<file path="config.mk">
export PLATFORM = sky130hd
export DESIGN_NAME = base64_decoder_skip_invalid_flat
export DESIGN_NICKNAME = d
export VERILOG_FILES = /design/src/sv/b64d_pkg.sv /design/src/sv/b64d_ifs.sv /design/src/sv/b64d_unpack.sv /design/src/sv/b64d_serial.sv /design/src/sv/base64_decoder_skip_invalid.sv /design/src/flat_wrapper.sv
export SDC_FILE = /design/constraint.sdc
export NUM_CORES = 1
export LEC_CHECK = 0
export ABC_AREA = 1
export BUFFER_PORTS_ARGS = -buffer_cell sky130_fd_sc_hd__buf_2
export CAP_MARGIN = 20
export CORE_ASPECT_RATIO = 1.75
export CORE_UTILIZATION = 55
export CTS_CLUSTER_SIZE = 25
export DETAILED_ROUTE_END_ITERATION = 10
export PLACE_DENSITY = 0.73
export SLEW_MARGIN = 20
export SYNTH_ARGS = -nofsm -noshare
export SYNTH_HDL_FRONTEND = slang
export SYNTH_SLANG_ARGS = --single-unit
</file>
<file path="constraint.sdc">
create_clock -name clk -period 8.66 [get_ports clk]
set_input_delay 0.433 -clock clk [delete_from_list [all_inputs] [get_ports clk]]
set_output_delay 0.433 -clock clk [all_outputs]
set_load 0.02 [all_outputs]
</file>
<file path="src/sv/b64d_pkg.sv">
// Shared types, constants and helper functions for the base64 decoder.
// No dependencies; every other file of the block depends on this package.
package b64d_pkg;

	localparam int COUNT_W = 24;
	localparam int ACCUM_W = 18;
	localparam int MAX_BYTES = 3;

	localparam logic [COUNT_W-1:0] COUNT_MAX = {COUNT_W{1'b1}};

	localparam logic [7:0] CH_UP_A = 8'd65;
	localparam logic [7:0] CH_UP_Z = 8'd90;
	localparam logic [7:0] CH_LO_A = 8'd97;
	localparam logic [7:0] CH_LO_Z = 8'd122;
	localparam logic [7:0] CH_DIG_0 = 8'd48;
	localparam logic [7:0] CH_DIG_9 = 8'd57;
	localparam logic [7:0] CH_PLUS = 8'd43;
	localparam logic [7:0] CH_SLASH = 8'd47;

	localparam logic [5:0] SEXTET_PLUS = 6'd62;
	localparam logic [5:0] SEXTET_SLASH = 6'd63;
	localparam logic [7:0] LO_A_OFFSET = 8'd71;
	localparam logic [7:0] DIG_OFFSET = 8'd4;

	// Result of the character lookup; bit 6 set means the character is discarded.
	localparam logic [6:0] SEXTET_NONE = 7'h40;

	// Up to three decoded bytes of one input word with their running counts.
	typedef struct packed {
		logic [MAX_BYTES-1:0][7:0] bytes;
		logic [MAX_BYTES-1:0][COUNT_W-1:0] counts;
		logic [1:0] num;
	} bundle_t;

	function automatic logic [6:0] sextet_of(input logic [7:0] c);
		logic [7:0] v;
		v = 8'd0;
		if (c >= CH_UP_A && c <= CH_UP_Z) begin
			v = c - CH_UP_A;
			return {1'b0, v[5:0]};
		end
		if (c >= CH_LO_A && c <= CH_LO_Z) begin
			v = c - LO_A_OFFSET;
			return {1'b0, v[5:0]};
		end
		if (c >= CH_DIG_0 && c <= CH_DIG_9) begin
			v = c + DIG_OFFSET;
			return {1'b0, v[5:0]};
		end
		if (c == CH_PLUS) return {1'b0, SEXTET_PLUS};
		if (c == CH_SLASH) return {1'b0, SEXTET_SLASH};
		return SEXTET_NONE;
	endfunction

	// Adds a small step to the byte count, holding at the maximum.
	function automatic logic [COUNT_W-1:0] sat_add(input logic [COUNT_W-1:0] t,
			input logic [1:0] k);
		logic [COUNT_W:0] sum;
		sum = {1'b0, t} + {{(COUNT_W - 1){1'b0}}, k};
		if (sum[COUNT_W]) return COUNT_MAX;
		return sum[COUNT_W-1:0];
	endfunction

endpackage

</file>
<file path="src/sv/b64d_ifs.sv">
// Valid/ready channel interfaces for the base64 decoder: text characters in,
// decoded bytes out. Depends on b64d_pkg for the count width.
interface b64d_char_if;
	logic valid;
	logic ready;
	logic [7:0] char_code;
	logic end_of_text;
	modport source(output valid, output char_code, output end_of_text, input ready);
	modport sink(input valid, input char_code, input end_of_text, output ready);
endinterface

interface b64d_byte_if;
	logic valid;
	logic ready;
	logic [7:0] data_byte;
	logic [b64d_pkg::COUNT_W-1:0] decoded_count;
	logic run_last;
	modport source(output valid, output data_byte, output decoded_count, output run_last,
		input ready);
	modport sink(input valid, input data_byte, input decoded_count, input run_last,
		output ready);
endinterface

</file>
<file path="src/sv/b64d_unpack.sv">
// Input register, alphabet lookup and group state of the base64 decoder.
// Produces at most one bundle of up to three bytes per word. Depends on b64d_pkg, b64d_ifs.
module b64d_unpack (
	input logic clk,
	input logic arst_n,
	b64d_char_if.sink in_ch,
	output b64d_pkg::bundle_t bundle,
	output logic bundle_valid,
	input logic bundle_ready
);
	import b64d_pkg::*;

	logic valid_s1;
	logic [7:0] char_s1;
	logic end_s1;

	logic [ACCUM_W-1:0] accum_q;
	logic [1:0] fill_q;
	logic [COUNT_W-1:0] total_q;

	logic [6:0] lookup;
	logic sv;
	logic [ACCUM_W-1:0] accum_n;
	logic [1:0] fill_n;
	logic [COUNT_W-1:0] total_n;
	logic [ACCUM_W+5:0] word;
	logic adv;

	assign lookup = sextet_of(char_s1);
	assign sv = ~lookup[6];

	always_comb begin
		accum_n = accum_q;
		fill_n = fill_q;
		word = '0;
		bundle.bytes = '0;
		bundle.num = 2'd0;
		if (sv) begin
			if (fill_q == 2'd3) begin
				word = {accum_q, lookup[5:0]};
				bundle.bytes[0] = word[23:16];
				bundle.bytes[1] = word[15:8];
				bundle.bytes[2] = word[7:0];
				bundle.num = 2'd3;
				accum_n = '0;
				fill_n = 2'd0;
			end else begin
				accum_n = {accum_q[ACCUM_W-7:0], lookup[5:0]};
				fill_n = fill_q + 2'd1;
			end
		end
		if (end_s1) begin
			// A partial group flushes with the missing sextets taken as zero.
			if (fill_n == 2'd2) begin
				bundle.bytes[0] = accum_n[11:4];
				bundle.num = 2'd1;
			end else if (fill_n == 2'd3) begin
				word = {accum_n, 6'd0};
				bundle.bytes[0] = word[23:16];
				bundle.bytes[1] = word[15:8];
				bundle.num = 2'd2;
			end
			accum_n = '0;
			fill_n = 2'd0;
		end
		bundle.counts[0] = sat_add(total_q, 2'd1);
		bundle.counts[1] = sat_add(total_q, 2'd2);
		bundle.counts[2] = sat_add(total_q, 2'd3);
		total_n = end_s1 ? '0 : sat_add(total_q, bundle.num);
	end

	assign bundle_valid = valid_s1 && (bundle.num != 2'd0);
	// A word that yields no bytes never waits on the output side.
	assign adv = valid_s1 && ((bundle.num == 2'd0) || bundle_ready);
	assign in_ch.ready = !valid_s1 || adv;

	always_ff @(posedge clk or negedge arst_n) begin
		if (!arst_n) begin
			valid_s1 <= 1'b0;
		end else if (in_ch.ready) begin
			valid_s1 <= in_ch.valid;
		end
	end

	always_ff @(posedge clk) begin
		if (in_ch.ready && in_ch.valid) begin
			char_s1 <= in_ch.char_code;
			end_s1 <= in_ch.end_of_text;
		end
	end

	always_ff @(posedge clk or negedge arst_n) begin
		if (!arst_n) begin
			accum_q <= '0;
			fill_q <= 2'd0;
			total_q <= '0;
		end else if (adv) begin
			accum_q <= accum_n;
			fill_q <= fill_n;
			total_q <= total_n;
		end
	end

	a_end_clears: assert property (@(posedge clk) disable iff (!arst_n)
		adv && end_s1 |=> fill_q == 2'd0 && total_q == '0 && accum_q == '0)
		else $error("group state not cleared after end of text");

	a_full_group: assert property (@(posedge clk) disable iff (!arst_n)
		valid_s1 && sv && fill_q == 2'd3 |-> bundle.num == 2'd3)
		else $error("completed group did not yield three bytes");

	a_stall_holds: assert property (@(posedge clk) disable iff (!arst_n)
		valid_s1 && !adv |=> valid_s1 && $stable(char_s1) && $stable(fill_q))
		else $error("stalled word or group state changed");

endmodule

</file>
<file path="src/sv/b64d_serial.sv">
// Result register of the base64 decoder: holds one bundle and hands its bytes
// out one word per cycle while out_ch is ready. Depends on b64d_pkg and b64d_ifs.
module b64d_serial (
	input logic clk,
	input logic arst_n,
	input b64d_pkg::bundle_t bundle,
	input logic bundle_valid,
	output logic bundle_ready,
	b64d_byte_if.source out_ch
);
	import b64d_pkg::*;

	logic busy_q;
	bundle_t bundle_q;
	logic [1:0] idx_q;
	logic last;

	assign last = idx_q == (bundle_q.num - 2'd1);
	assign bundle_ready = !busy_q || (out_ch.ready && last);

	assign out_ch.valid = busy_q;
	assign out_ch.data_byte = bundle_q.bytes[idx_q];
	assign out_ch.decoded_count = bundle_q.counts[idx_q];
	assign out_ch.run_last = last;

	always_ff @(posedge clk or negedge arst_n) begin
		if (!arst_n) begin
			busy_q <= 1'b0;
			idx_q <= 2'd0;
		end else if (bundle_ready) begin
			busy_q <= bundle_valid;
			idx_q <= 2'd0;
		end else if (out_ch.ready) begin
			idx_q <= idx_q + 2'd1;
		end
	end

	always_ff @(posedge clk) begin
		if (bundle_ready && bundle_valid) begin
			bundle_q <= bundle;
		end
	end

	a_nonempty: assert property (@(posedge clk) disable iff (!arst_n)
		busy_q |-> bundle_q.num != 2'd0)
		else $error("empty bundle held in result register");

	a_idx_range: assert property (@(posedge clk) disable iff (!arst_n)
		busy_q |-> idx_q < bundle_q.num)
		else $error("byte index ran past bundle size");

	a_last_frees: assert property (@(posedge clk) disable iff (!arst_n)
		busy_q && out_ch.ready && last && !bundle_valid |=> !busy_q)
		else $error("result register not freed after last byte");

endmodule

</file>
<file path="src/sv/base64_decoder_skip_invalid.sv">
// Top level of the streaming base64 decoder that discards invalid characters.
// Depends on b64d_pkg, b64d_ifs, b64d_unpack and b64d_serial.
//
// in_ch carries one text character per word, with end_of_text on the last one.
// Characters outside A-Z, a-z, 0-9, '+' and '/' (padding included) are dropped.
// out_ch carries one decoded byte per word with the running byte count of the
// message (saturating) and run_last on the final byte caused by one input word.
//
// A character accepted at an edge is decoded in the cycle after that edge, and
// its bytes are registered in the result register before out_ch shows them.
// Characters that produce no bytes pass without touching the output side. The
// output side delivers one byte per cycle while out_ch is ready; the one-bundle
// result register decides the rate: a character that yields bytes waits only
// while the previous bundle is still draining. A message that ends with two
// sextets right after a full group can hold in_ch while that group's last byte
// drains.
//
// Reset clears the group, the byte count and all valid flags. When out_ch
// stalls, the held byte stays on the port, and in_ch keeps accepting
// characters until one needs the occupied result register.
module base64_decoder_skip_invalid (
	input logic clk,
	input logic arst_n,
	b64d_char_if.sink in_ch,
	b64d_byte_if.source out_ch
);
	import b64d_pkg::*;

	bundle_t bundle;
	logic bundle_valid;
	logic bundle_ready;

	b64d_unpack u_unpack (
		.clk(clk),
		.arst_n(arst_n),
		.in_ch(in_ch),
		.bundle(bundle),
		.bundle_valid(bundle_valid),
		.bundle_ready(bundle_ready)
	);

	b64d_serial u_serial (
		.clk(clk),
		.arst_n(arst_n),
		.bundle(bundle),
		.bundle_valid(bundle_valid),
		.bundle_ready(bundle_ready),
		.out_ch(out_ch)
	);

endmodule
</file>
<file path="src/flat_wrapper.sv">
// flat-port wrapper written by rule: the top's interface ports become plain ports
module base64_decoder_skip_invalid_flat import b64d_pkg::*;
  (clk, arst_n, in_ch_valid, in_ch_char_code, in_ch_end_of_text, in_ch_ready, out_ch_valid, out_ch_data_byte, out_ch_decoded_count, out_ch_run_last, out_ch_ready);
  b64d_char_if in_ch_i ();
  b64d_byte_if out_ch_i ();
  input logic clk;
  input logic arst_n;
  input wire logic [$bits(in_ch_i.valid)-1:0] in_ch_valid;
  input wire logic [$bits(in_ch_i.char_code)-1:0] in_ch_char_code;
  input wire logic [$bits(in_ch_i.end_of_text)-1:0] in_ch_end_of_text;
  output wire logic [$bits(in_ch_i.ready)-1:0] in_ch_ready;
  output wire logic [$bits(out_ch_i.valid)-1:0] out_ch_valid;
  output wire logic [$bits(out_ch_i.data_byte)-1:0] out_ch_data_byte;
  output wire logic [$bits(out_ch_i.decoded_count)-1:0] out_ch_decoded_count;
  output wire logic [$bits(out_ch_i.run_last)-1:0] out_ch_run_last;
  input wire logic [$bits(out_ch_i.ready)-1:0] out_ch_ready;
  assign in_ch_i.valid = in_ch_valid;
  assign in_ch_i.char_code = in_ch_char_code;
  assign in_ch_i.end_of_text = in_ch_end_of_text;
  assign in_ch_ready = in_ch_i.ready;
  assign out_ch_valid = out_ch_i.valid;
  assign out_ch_data_byte = out_ch_i.data_byte;
  assign out_ch_decoded_count = out_ch_i.decoded_count;
  assign out_ch_run_last = out_ch_i.run_last;
  assign out_ch_i.ready = out_ch_ready;
  base64_decoder_skip_invalid u_core (.clk(clk), .arst_n(arst_n), .in_ch(in_ch_i), .out_ch(out_ch_i));
endmodule
</file>
==> results of run 1 <==
how the worst max path moves through the flow:
stage / start / end / slack, ps
4_1_cts: u_core.u_unpack.char_s1[2] / u_core.u_unpack.total_q[23] / 3540
5_1_grt: u_core.u_unpack.char_s1[2] / u_core.u_unpack.total_q[20] / 3000
3_3_place_gp: u_core.u_unpack.char_s1[2] / u_core.u_unpack.total_q[23] / 3740
3_5_place_dp: u_core.u_unpack.char_s1[2] / u_core.u_unpack.total_q[23] / 3630
6_report: u_core.u_unpack.char_s1[2] / u_core.u_unpack.total_q[23] / 3470
2_1_floorplan: u_core.u_unpack.char_s1[2] / u_core.u_serial.bundle_q[0] / 2220
sequential cells by signal (all words and copies together), names as in the netlist, 2 cells and up:
signal	count
u_core.u_serial.bundle_q	98
u_core.u_unpack.total_q	24
u_core.u_unpack.accum_q	18
u_core.u_unpack.char_s1	8
u_core.u_serial.idx_q	2
u_core.u_unpack.fill_q	2
worst max-delay path, delay by kind of cell (launching register included):
family | cells | cell delay (ps)
adder cells (fa/ha/maj) | 3 | 970
flip-flops | 1 | 500
AND/OR/NAND/NOR | 15 | 1970
AO/OA/AOI/OAI | 2 | 470
buffers and inverters | 5 | 1100
cells in the mapped netlist (2+ instances only):
cell                       instances
sky130_fd_sc_hd__a21oi_1          19
sky130_fd_sc_hd__buf_2            15
sky130_fd_sc_hd__buf_6             8
sky130_fd_sc_hd__clkbuf_1         31
sky130_fd_sc_hd__clkinv_1          2
sky130_fd_sc_hd__dfrtp_1          48
sky130_fd_sc_hd__edfxtp_1        107
sky130_fd_sc_hd__ha_1             16
sky130_fd_sc_hd__inv_1           104
sky130_fd_sc_hd__inv_2             4
sky130_fd_sc_hd__nand2_1         297
sky130_fd_sc_hd__nand2_2          13
sky130_fd_sc_hd__nand2_4           4
sky130_fd_sc_hd__nand3_1         129
sky130_fd_sc_hd__nand3_4           2
sky130_fd_sc_hd__nand4_1           8
sky130_fd_sc_hd__nor2_1          158
sky130_fd_sc_hd__nor2_2            3
sky130_fd_sc_hd__nor3_1           14
sky130_fd_sc_hd__nor4_1            2
sky130_fd_sc_hd__o211ai_1          3
sky130_fd_sc_hd__o21ai_0          73
sky130_fd_sc_hd__o21ai_1          20
sky130_fd_sc_hd__o21ai_2          22
sky130_fd_sc_hd__o22ai_1           5
sky130_fd_sc_hd__o31ai_1          34
sky130_fd_sc_hd__or2_2             4
sky130_fd_sc_hd__xnor2_1           5
sky130_fd_sc_hd__xor2_1           25
layout make-up:
cell class | instances | area [sq um] | share of cell area [%]
sequential | 155 | 4420 | 42.9
tap | 227 | 284 | 2.76
clock inverter | 9 | 105 | 1.02
inverter | 110 | 413 | 4.01
multi-input combinational | 862 | 4290 | 41.7
timing repair buffer | 53 | 284 | 2.76
clock buffer | 23 | 500 | 4.86
power groups by stage:
stage	clock, mW	sequential, mW	combinational [mW]
after detailed placement	0	0.962	0.905
after floorplan	0	0.945	0.701
after CTS	0.772	0.948	0.909
after global routing	0.796	0.958	0.998
final	0.763	0.950	0.900
after global placement	0	0.962	0.894
kinds of logic (layout without fill, tap and decap cells):
logic type / after synthesis / in the layout
adders and majority gates: 17 / 17
DFF: 155 / 155
buffers and inverters: 167 / 195
xor gates and xnor gates: 30 / 30
and+or+nand+nor: 638 / 638
AOI/OAI and AO/OA: 177 / 177
layer usage:
layer	global-route usage, %	wire length (microns)	vias to the layer above
met2	54.8	13200	317
met5	0	0	-
li1	-	-	3959
met3	3.84	1120	105
met1	29.1	8580	3732
met4	20.6	1700	0
stage by stage:
| step | cell area (sq um) | hold WS, ps | power (mW) |
|---|---|---|---|
| final | 10300 | 123 | 2.61 |
| after global routing | 10300 | 171 | 2.75 |
| after CTS | 10300 | 136 | 2.63 |
| after detailed placement | 9680 | 468 | 1.87 |
| after global placement | 9680 | 457 | 1.86 |
| after floorplan | 9420 | 137 | 1.65 |
==> impl_results.md, run 1 <==
* Status: finished, final reports clean
* Leading cell types in the layout, fill and taps excluded: sky130_fd_sc_hd__nand2_1, sky130_fd_sc_hd__nor2_1, sky130_fd_sc_hd__nand3_1
* Sequential group share of total power at a little over a third
* Number of port buffers at between 40 and 50
* Worst max-slew margin expressed relative to the limit at about a third
* Detailed Routing Iterations Pass 1 at 7
* Fill count at 1,558
* Net switching power at 1.00 mW
* Multiplexer share of the synthesized area at 0%
* CP Max Fanout at 16
* Nets in the synthesized netlist at ~1,200
* Synth Area per Inst at just under 8 sq um
* Worst setup slack for register-to-register paths at 3470 ps
* Final core area utilization at about 61%
* Required arrival time at the worst endpoint at between 8000 and 9000 ps
* Starting density of the core at 55.8%
* Startpoint of the worst-slack reg-to-reg timing path: u_core.u_unpack.char_s1[2]
* Max Freq at a little under 0.2 GHz
* Switching Share at a little under two fifths
* Share of layout cells above drive strength 1 at 11.5%
* Iter 0 DRT Violations at about 480
* Number of nets in the final layout at approximately 1,200
* Number of design rule violations left after detail routing at 0
* Setup CP Type: flip-flop to flip-flop
* Largest family of logic cells by synthesized area: simple AND/OR/NAND/NOR gates
* Synth area leaders: sky130_fd_sc_hd__edfxtp_1, sky130_fd_sc_hd__dfrtp_1, sky130_fd_sc_hd__nand2_1
* Maximum number of pins on one net before global-route repair at 99
* Routed via count at just over 8,000
* RSZ-0062 raised after global routing: false
* Kind of path behind the tightest hold check: input port to async pin
* Final estimated routing congestion in global placement at 1.01
* Mapped cell area at approximately 0.0094 sq mm
* Width of the die at approximately 100 microns
* Number of buffers created by CTS at 17
* Total count of hold-check failures in the final report at 0
* Share of the synthesized area in the top cell type at roughly 34%
* Critical path data arrival time at 5480 ps
* Worst-case clock skew at a little over 10 ps
* Critical path's most frequent cell: sky130_fd_sc_hd__nand2_1
* Post-cts hold buffer count at 0
* Clk_lat worst skew at between 400 and 500 ps
* Adder-cell share of the synthesized area at between 2 and 2.5%
* Level count of the clock H-tree at 4
* Initial antenna violation count at 0
* CTS tree: yes
* Gate power share at about a third
* Post-CTS sizing at 0
* Ratio of routed vias to standard cells at about 5.6
* Pins over their slew limit at 0
* Total setup buffers inserted after CTS at 0
* Clk sinks at between 150 and 200
* Max Cap Violations at 0
* Yosys cell types at 38
* Number of synthesized flops with an enable pin at around 110
* Final Cycle Share at between 50% and 60%
* PD cells at roughly 250 mW/mm^2
* Height of the chip at about 180 microns
* Kind of capture point of the worst setup path: flip-flop
* Yosys warns at 0
* Number of top-level pins at 48
* Cell Rows at 63
* Area fraction in compound gates after synthesis at between 10% and 20%
* Routed Antenna Nets at 0
* Share of synthesized flip-flops with an asynchronous set or reset at slightly above 30%
* Final number of setup-violating endpoints at 0
* Fraction of the mapped netlist area in simple logic gates at between 20% and 30%
* Critical path's largest stage delay at roughly 500 ps
* Internal power at 1.61 mW
* Clock slew at the register clock pins of the worst setup and hold paths at roughly 60 ps
* Area enclosed by the die boundary at 0.0177 sq mm
* GR Overflow Total at 0
* Share of the yosys chip area belonging to registers at a little under half
* Clock period minus final worst setup slack at between 5000 and 6000 ps
* Least-Margin Pin Slew at between 1000 and 1500 ps
* Number of storage elements in the synthesis netlist at roughly 160
* Buffers from clock root to sink, at most at 2
* Most frequently used flop master after synthesis: sky130_fd_sc_hd__edfxtp_1
* R2R Path End: u_core.u_unpack.total_q[23]
* Root buffer cell: sky130_fd_sc_hd__clkbuf_16
* Static Leak at 4.27 nW
* Area growth from synthesis to layout at 9.30%
* Total core area at 0.0169 sq mm
* Wire length of the first global-routing pass at about 40 mm
* Clk network pwr share at 29.2%
* Routed length per placed instance at between 15 and 20 microns
* Most common cell after layout, fill and taps aside: sky130_fd_sc_hd__nand2_1
* R2R cell count at 25
* Worst setup slack before clock tree synthesis at around 3600 ps
* Wire length after detailed routing at approximately 25 mm
* Launching element type of the critical path: flip-flop
* Instance count of the mapped netlist at 1,184
* Diodes inserted at 0
* Post-synthesis cell type with the largest combined area: sky130_fd_sc_hd__edfxtp_1
* Setup_tns at 0 ps
* Vias in the first global route at 7,758
* Peak VDD IR at 0.251 mV
* Parity-gate share of the synthesized area counting xor and xnor cells at 2.79%
* DP Cell Count at around 1,400
* HPWL after detailed placement at 17.6 mm
* Total Routing Usage GR at between 20% and 30%
* Master of the slowest instance on the critical path: sky130_fd_sc_hd__edfxtp_1
* Worst Setup Slack, final at 3470 ps
* Number of standard cells in the final layout excluding fillers at roughly 1,400
Note: power is estimated with default switching activity, not from simulation.
==> run 2, diff against run 1 <==
--- a/config.mk
+++ b/config.mk
@@ -12,7 +12,7 @@
 export CORE_UTILIZATION = 55
 export CTS_CLUSTER_SIZE = 25
 export DETAILED_ROUTE_END_ITERATION = 10
-export PLACE_DENSITY = 0.73
+export PLACE_DENSITY = 0.76
 export SLEW_MARGIN = 20
 export SYNTH_ARGS = -nofsm -noshare
 export SYNTH_HDL_FRONTEND = slang
==> constraint.sdc (replaced) <==
create_clock -name clk -period 4.7 [get_ports clk]
set_input_delay 0.235 -clock clk [delete_from_list [all_inputs] [get_ports clk]]
set_output_delay 0.235 -clock clk [all_outputs]
set_load 0.02 [all_outputs]
==> run 2 against run 1 <==
Net effect: sequential power grew 84%; sequential cell count is the same; setup slack lost 3100 ps; cell count grew 1.3%; clock power grew 69%; register-to-register slack lost 3100 ps; clock skew is essentially flat; via count grew 0.85%; global-route usage grew 0.85 points; power grew 81%; worst hold slack lost 99 ps; largest power group unchanged; highest routed layer unchanged.
==> impl_results.md, run 2 (same netlist as run 1, synthesis figures left out) <==
* Kind of capture point of the worst setup path: flip-flop
* PD cells at 455 mW/mm^2 (+79%)
* Setup CP Type: flip-flop to flip-flop
* Worst max-slew margin expressed relative to the limit at 28.1% (-3.7 points)
* Detailed Routing Iterations Pass 1 at 5 (-2)
* Clk network pwr share at 27.2% (-2.0 points)
* Leading cell types in the layout, fill and taps excluded: sky130_fd_sc_hd__nand2_1, sky130_fd_sc_hd__nor2_1, sky130_fd_sc_hd__nand3_1
* Least-Margin Pin Slew at 1070 ps (+45.2 ps)
* Number of port buffers at 47 (unchanged)
* Most common cell after layout, fill and taps aside: sky130_fd_sc_hd__nand2_1
* Routed Antenna Nets at 0 (unchanged)
* Final estimated routing congestion in global placement at 0.988 (-2.6%)
* Buffers from clock root to sink, at most at 2 (unchanged)
* Vias in the first global route at 7,942 (+2.4%)
* Sequential group share of total power at 37.0% (+0.6 points)
* Clk_lat worst skew at 430 ps (about the same)
* Worst setup slack for register-to-register paths at 400 ps (-3060 ps)
* Diodes inserted at 0 (unchanged)
* WHS at 24.1 ps (-98.6 ps)
* Internal power at 2.86 mW (+77%)
* HPWL after detailed placement at 18.3 mm (+4.1%)
* Static Leak at 4.32 nW (+1.2%)
* Regs by FF count: u_core.u_serial.bundle_q: 98 flops, u_core.u_unpack.total_q: 24 flops, u_core.u_unpack.accum_q: 18 flops
* Wire length after detailed routing at 25.3 mm (+2.8%)
* Maximum number of pins on one net before global-route repair at 85 (-14%)
* Critical path data arrival time at 4580 ps (-900 ps)
* Total count of hold-check failures in the final report at 0 (unchanged)
* Number of buffers created by CTS at 17 (unchanged)
* RSZ-0062 raised after global routing: false
* Net switching power at 1.88 mW (+87%)
* Number of nets in the final layout at 1,247 (+1.5%)
* Root buffer cell: sky130_fd_sc_hd__clkbuf_16
* Max Cap Violations at 0 (unchanged)
* Clock slew at the register clock pins of the worst setup and hold paths at 60 ps (about the same)
* Worst-case clock skew at 10.4 ps (+0.0946 ps)
* Peak VDD IR at 0.784 mV (+210%)
* Status: finished, final reports clean
* Final number of setup-violating endpoints at 0 (unchanged)
* Iter 0 DRT Violations at 459 (-4.2%)
* Setup_tns at 0 ps (unchanged)
* Cell Rows at 63 (unchanged)
* Launching element type of the critical path: flip-flop
* Width of the die at 101 microns (unchanged)
* Starting density of the core at 55.8% (unchanged)
* CP Max Fanout at 16 (unchanged)
* Kind of path behind the tightest hold check: input port to flip-flop
* Clock period minus final worst setup slack at 4300 ps (-895 ps)
* Number of top-level pins at 48 (unchanged)
* Pins over their slew limit at 0 (unchanged)
* Share of layout cells above drive strength 1 at 12.3% (+0.81 points)
* Required arrival time at the worst endpoint at 4980 ps (-3960 ps)
* Wire length of the first global-routing pass at 39.8 mm (+2.1%)
* Number of design rule violations left after detail routing at 0 (unchanged)
* Gate power share at 35.8% (+1.4 points)
* Routed length per placed instance at 17.3 microns (+1.5%)
* Total Routing Usage GR at 30.2% (+0.85 points)
* Total core area at 0.0169 sq mm (unchanged)
* Height of the chip at 175 microns (unchanged)
* Register with the most flip-flops: u_core.u_serial.bundle_q
* Level count of the clock H-tree at 4 (unchanged)
* Final Cycle Share at 91.4% (+31 points)
* Area growth from synthesis to layout at 10.6%
* Area enclosed by the die boundary at 0.0177 sq mm (unchanged)
* Max Freq at 0.233 GHz (+21%)
* Initial antenna violation count at 0 (unchanged)
* CTS tree: yes
* Max FFs per register at 98 (unchanged)
* Ratio of routed vias to standard cells at 5.62 (-0.40%)
* Clk sinks at 155 (unchanged)
* GR Overflow Total at 0 (unchanged)
* Routed via count at 8,182 (+0.85%)
* Switching Share at 39.7% (+1.3 points)
[run 2: metrics by stage]
step	util [%]	cells	total power [mW]	instance area, sq um	setup WS [ps]
2_1_floorplan	-	1184	3.03	9430	828
3_3_place_gp	57.8	1414	3.44	9760	322
3_5_place_dp	57.8	1414	3.46	9760	182
4_1_cts	61.7	1456	4.75	10400	153
5_1_grt	61.8	1457	4.99	10400	36.8
6_report	61.8	1457	4.74	10400	402
[run 2: worst paths after layout]
kind                                                 start                           to  cells past startpoint
worst max-delay path            u_core.u_unpack.char_s1[2]   u_core.u_unpack.total_q[9]                     26
worst min-delay path                           in_ch_valid     u_core.u_unpack.valid_s1                      3
worst max register to register  u_core.u_unpack.char_s1[2]   u_core.u_unpack.total_q[9]                     26
worst min register to register  u_core.u_unpack.accum_q[9]   u_core.u_unpack.accum_q[9]                      2
max in group asynchronous                           arst_n     u_core.u_serial.idx_q[1]                      3
min in group asynchronous                           arst_n  u_core.u_unpack.total_q[22]                      3
[run 2: what timing repair did]
| action | 4_1_cts | 5_1_grt |
|---|---|---|
| hold endpoints to repair | 57 | 0 |
| hold buffers | 10 | 0 |
| endpoints found under the setup margin | 0 | 16 |
| gates resized for setup | 0 | 7 |
| setup buffers | 0 | 0 |
[run 2: critical path, stage by stage, from the launching register on]
cell and delay, ps:
sky130_fd_sc_hd__edfxtp_1 520, sky130_fd_sc_hd__inv_2 160, sky130_fd_sc_hd__ha_2 250, sky130_fd_sc_hd__nand2_1 70
sky130_fd_sc_hd__nand2_1 80, sky130_fd_sc_hd__nand3_1 60, sky130_fd_sc_hd__nand2_1 60, sky130_fd_sc_hd__nand2_1 50
sky130_fd_sc_hd__nand2_2 160, sky130_fd_sc_hd__nand3_4 200, sky130_fd_sc_hd__inv_1 160, sky130_fd_sc_hd__nand2_1 60
sky130_fd_sc_hd__nand2_1 130, sky130_fd_sc_hd__nor2_2 90, sky130_fd_sc_hd__inv_1 70, sky130_fd_sc_hd__nand2_1 70
sky130_fd_sc_hd__ha_1 210, sky130_fd_sc_hd__fa_1 470, sky130_fd_sc_hd__nand2_1 200, sky130_fd_sc_hd__nor2_1 110
sky130_fd_sc_hd__nand2_1 100, sky130_fd_sc_hd__inv_1 60, sky130_fd_sc_hd__nand2_2 160, sky130_fd_sc_hd__buf_4 210
sky130_fd_sc_hd__o21ai_0 100, sky130_fd_sc_hd__o21ai_0 230, sky130_fd_sc_hd__o21ai_2 90
[run 2: power by group through the flow]
| stage | sequential [mW] | clock [mW] | combinational (mW) |
|---|---|---|---|
| 3_5_place_dp | 1.77 | 0 | 1.69 |
| 4_1_cts | 1.75 | 1.30 | 1.71 |
| 2_1_floorplan | 1.73 | 0 | 1.30 |
| 5_1_grt | 1.76 | 1.36 | 1.87 |
| 3_3_place_gp | 1.77 | 0 | 1.67 |
| 6_report | 1.75 | 1.29 | 1.69 |
[run 2: layer usage]
metal	wire length (microns)	part of all wire, %	GRT usage (%)	vias up
met5	0	0	0	-
met4	1790	7.1	21.0	0
met3	868	3.4	4.80	102
met2	13500	54	54.9	254
met1	9060	36	30.8	3834
li1	-	-	-	3992
[run 2: area by class of cell]
cell class | count | area [sq um]
fillers | 1539 | 6450
clock buffers | 23 | 489
multi-input cells | 862 | 4300
repair inverters | 1 | 7.51
flip-flops and latches | 155 | 4420
well taps | 227 | 284
inverters | 110 | 417
repair buffers | 70 | 458
clock inverters | 9 | 55.1
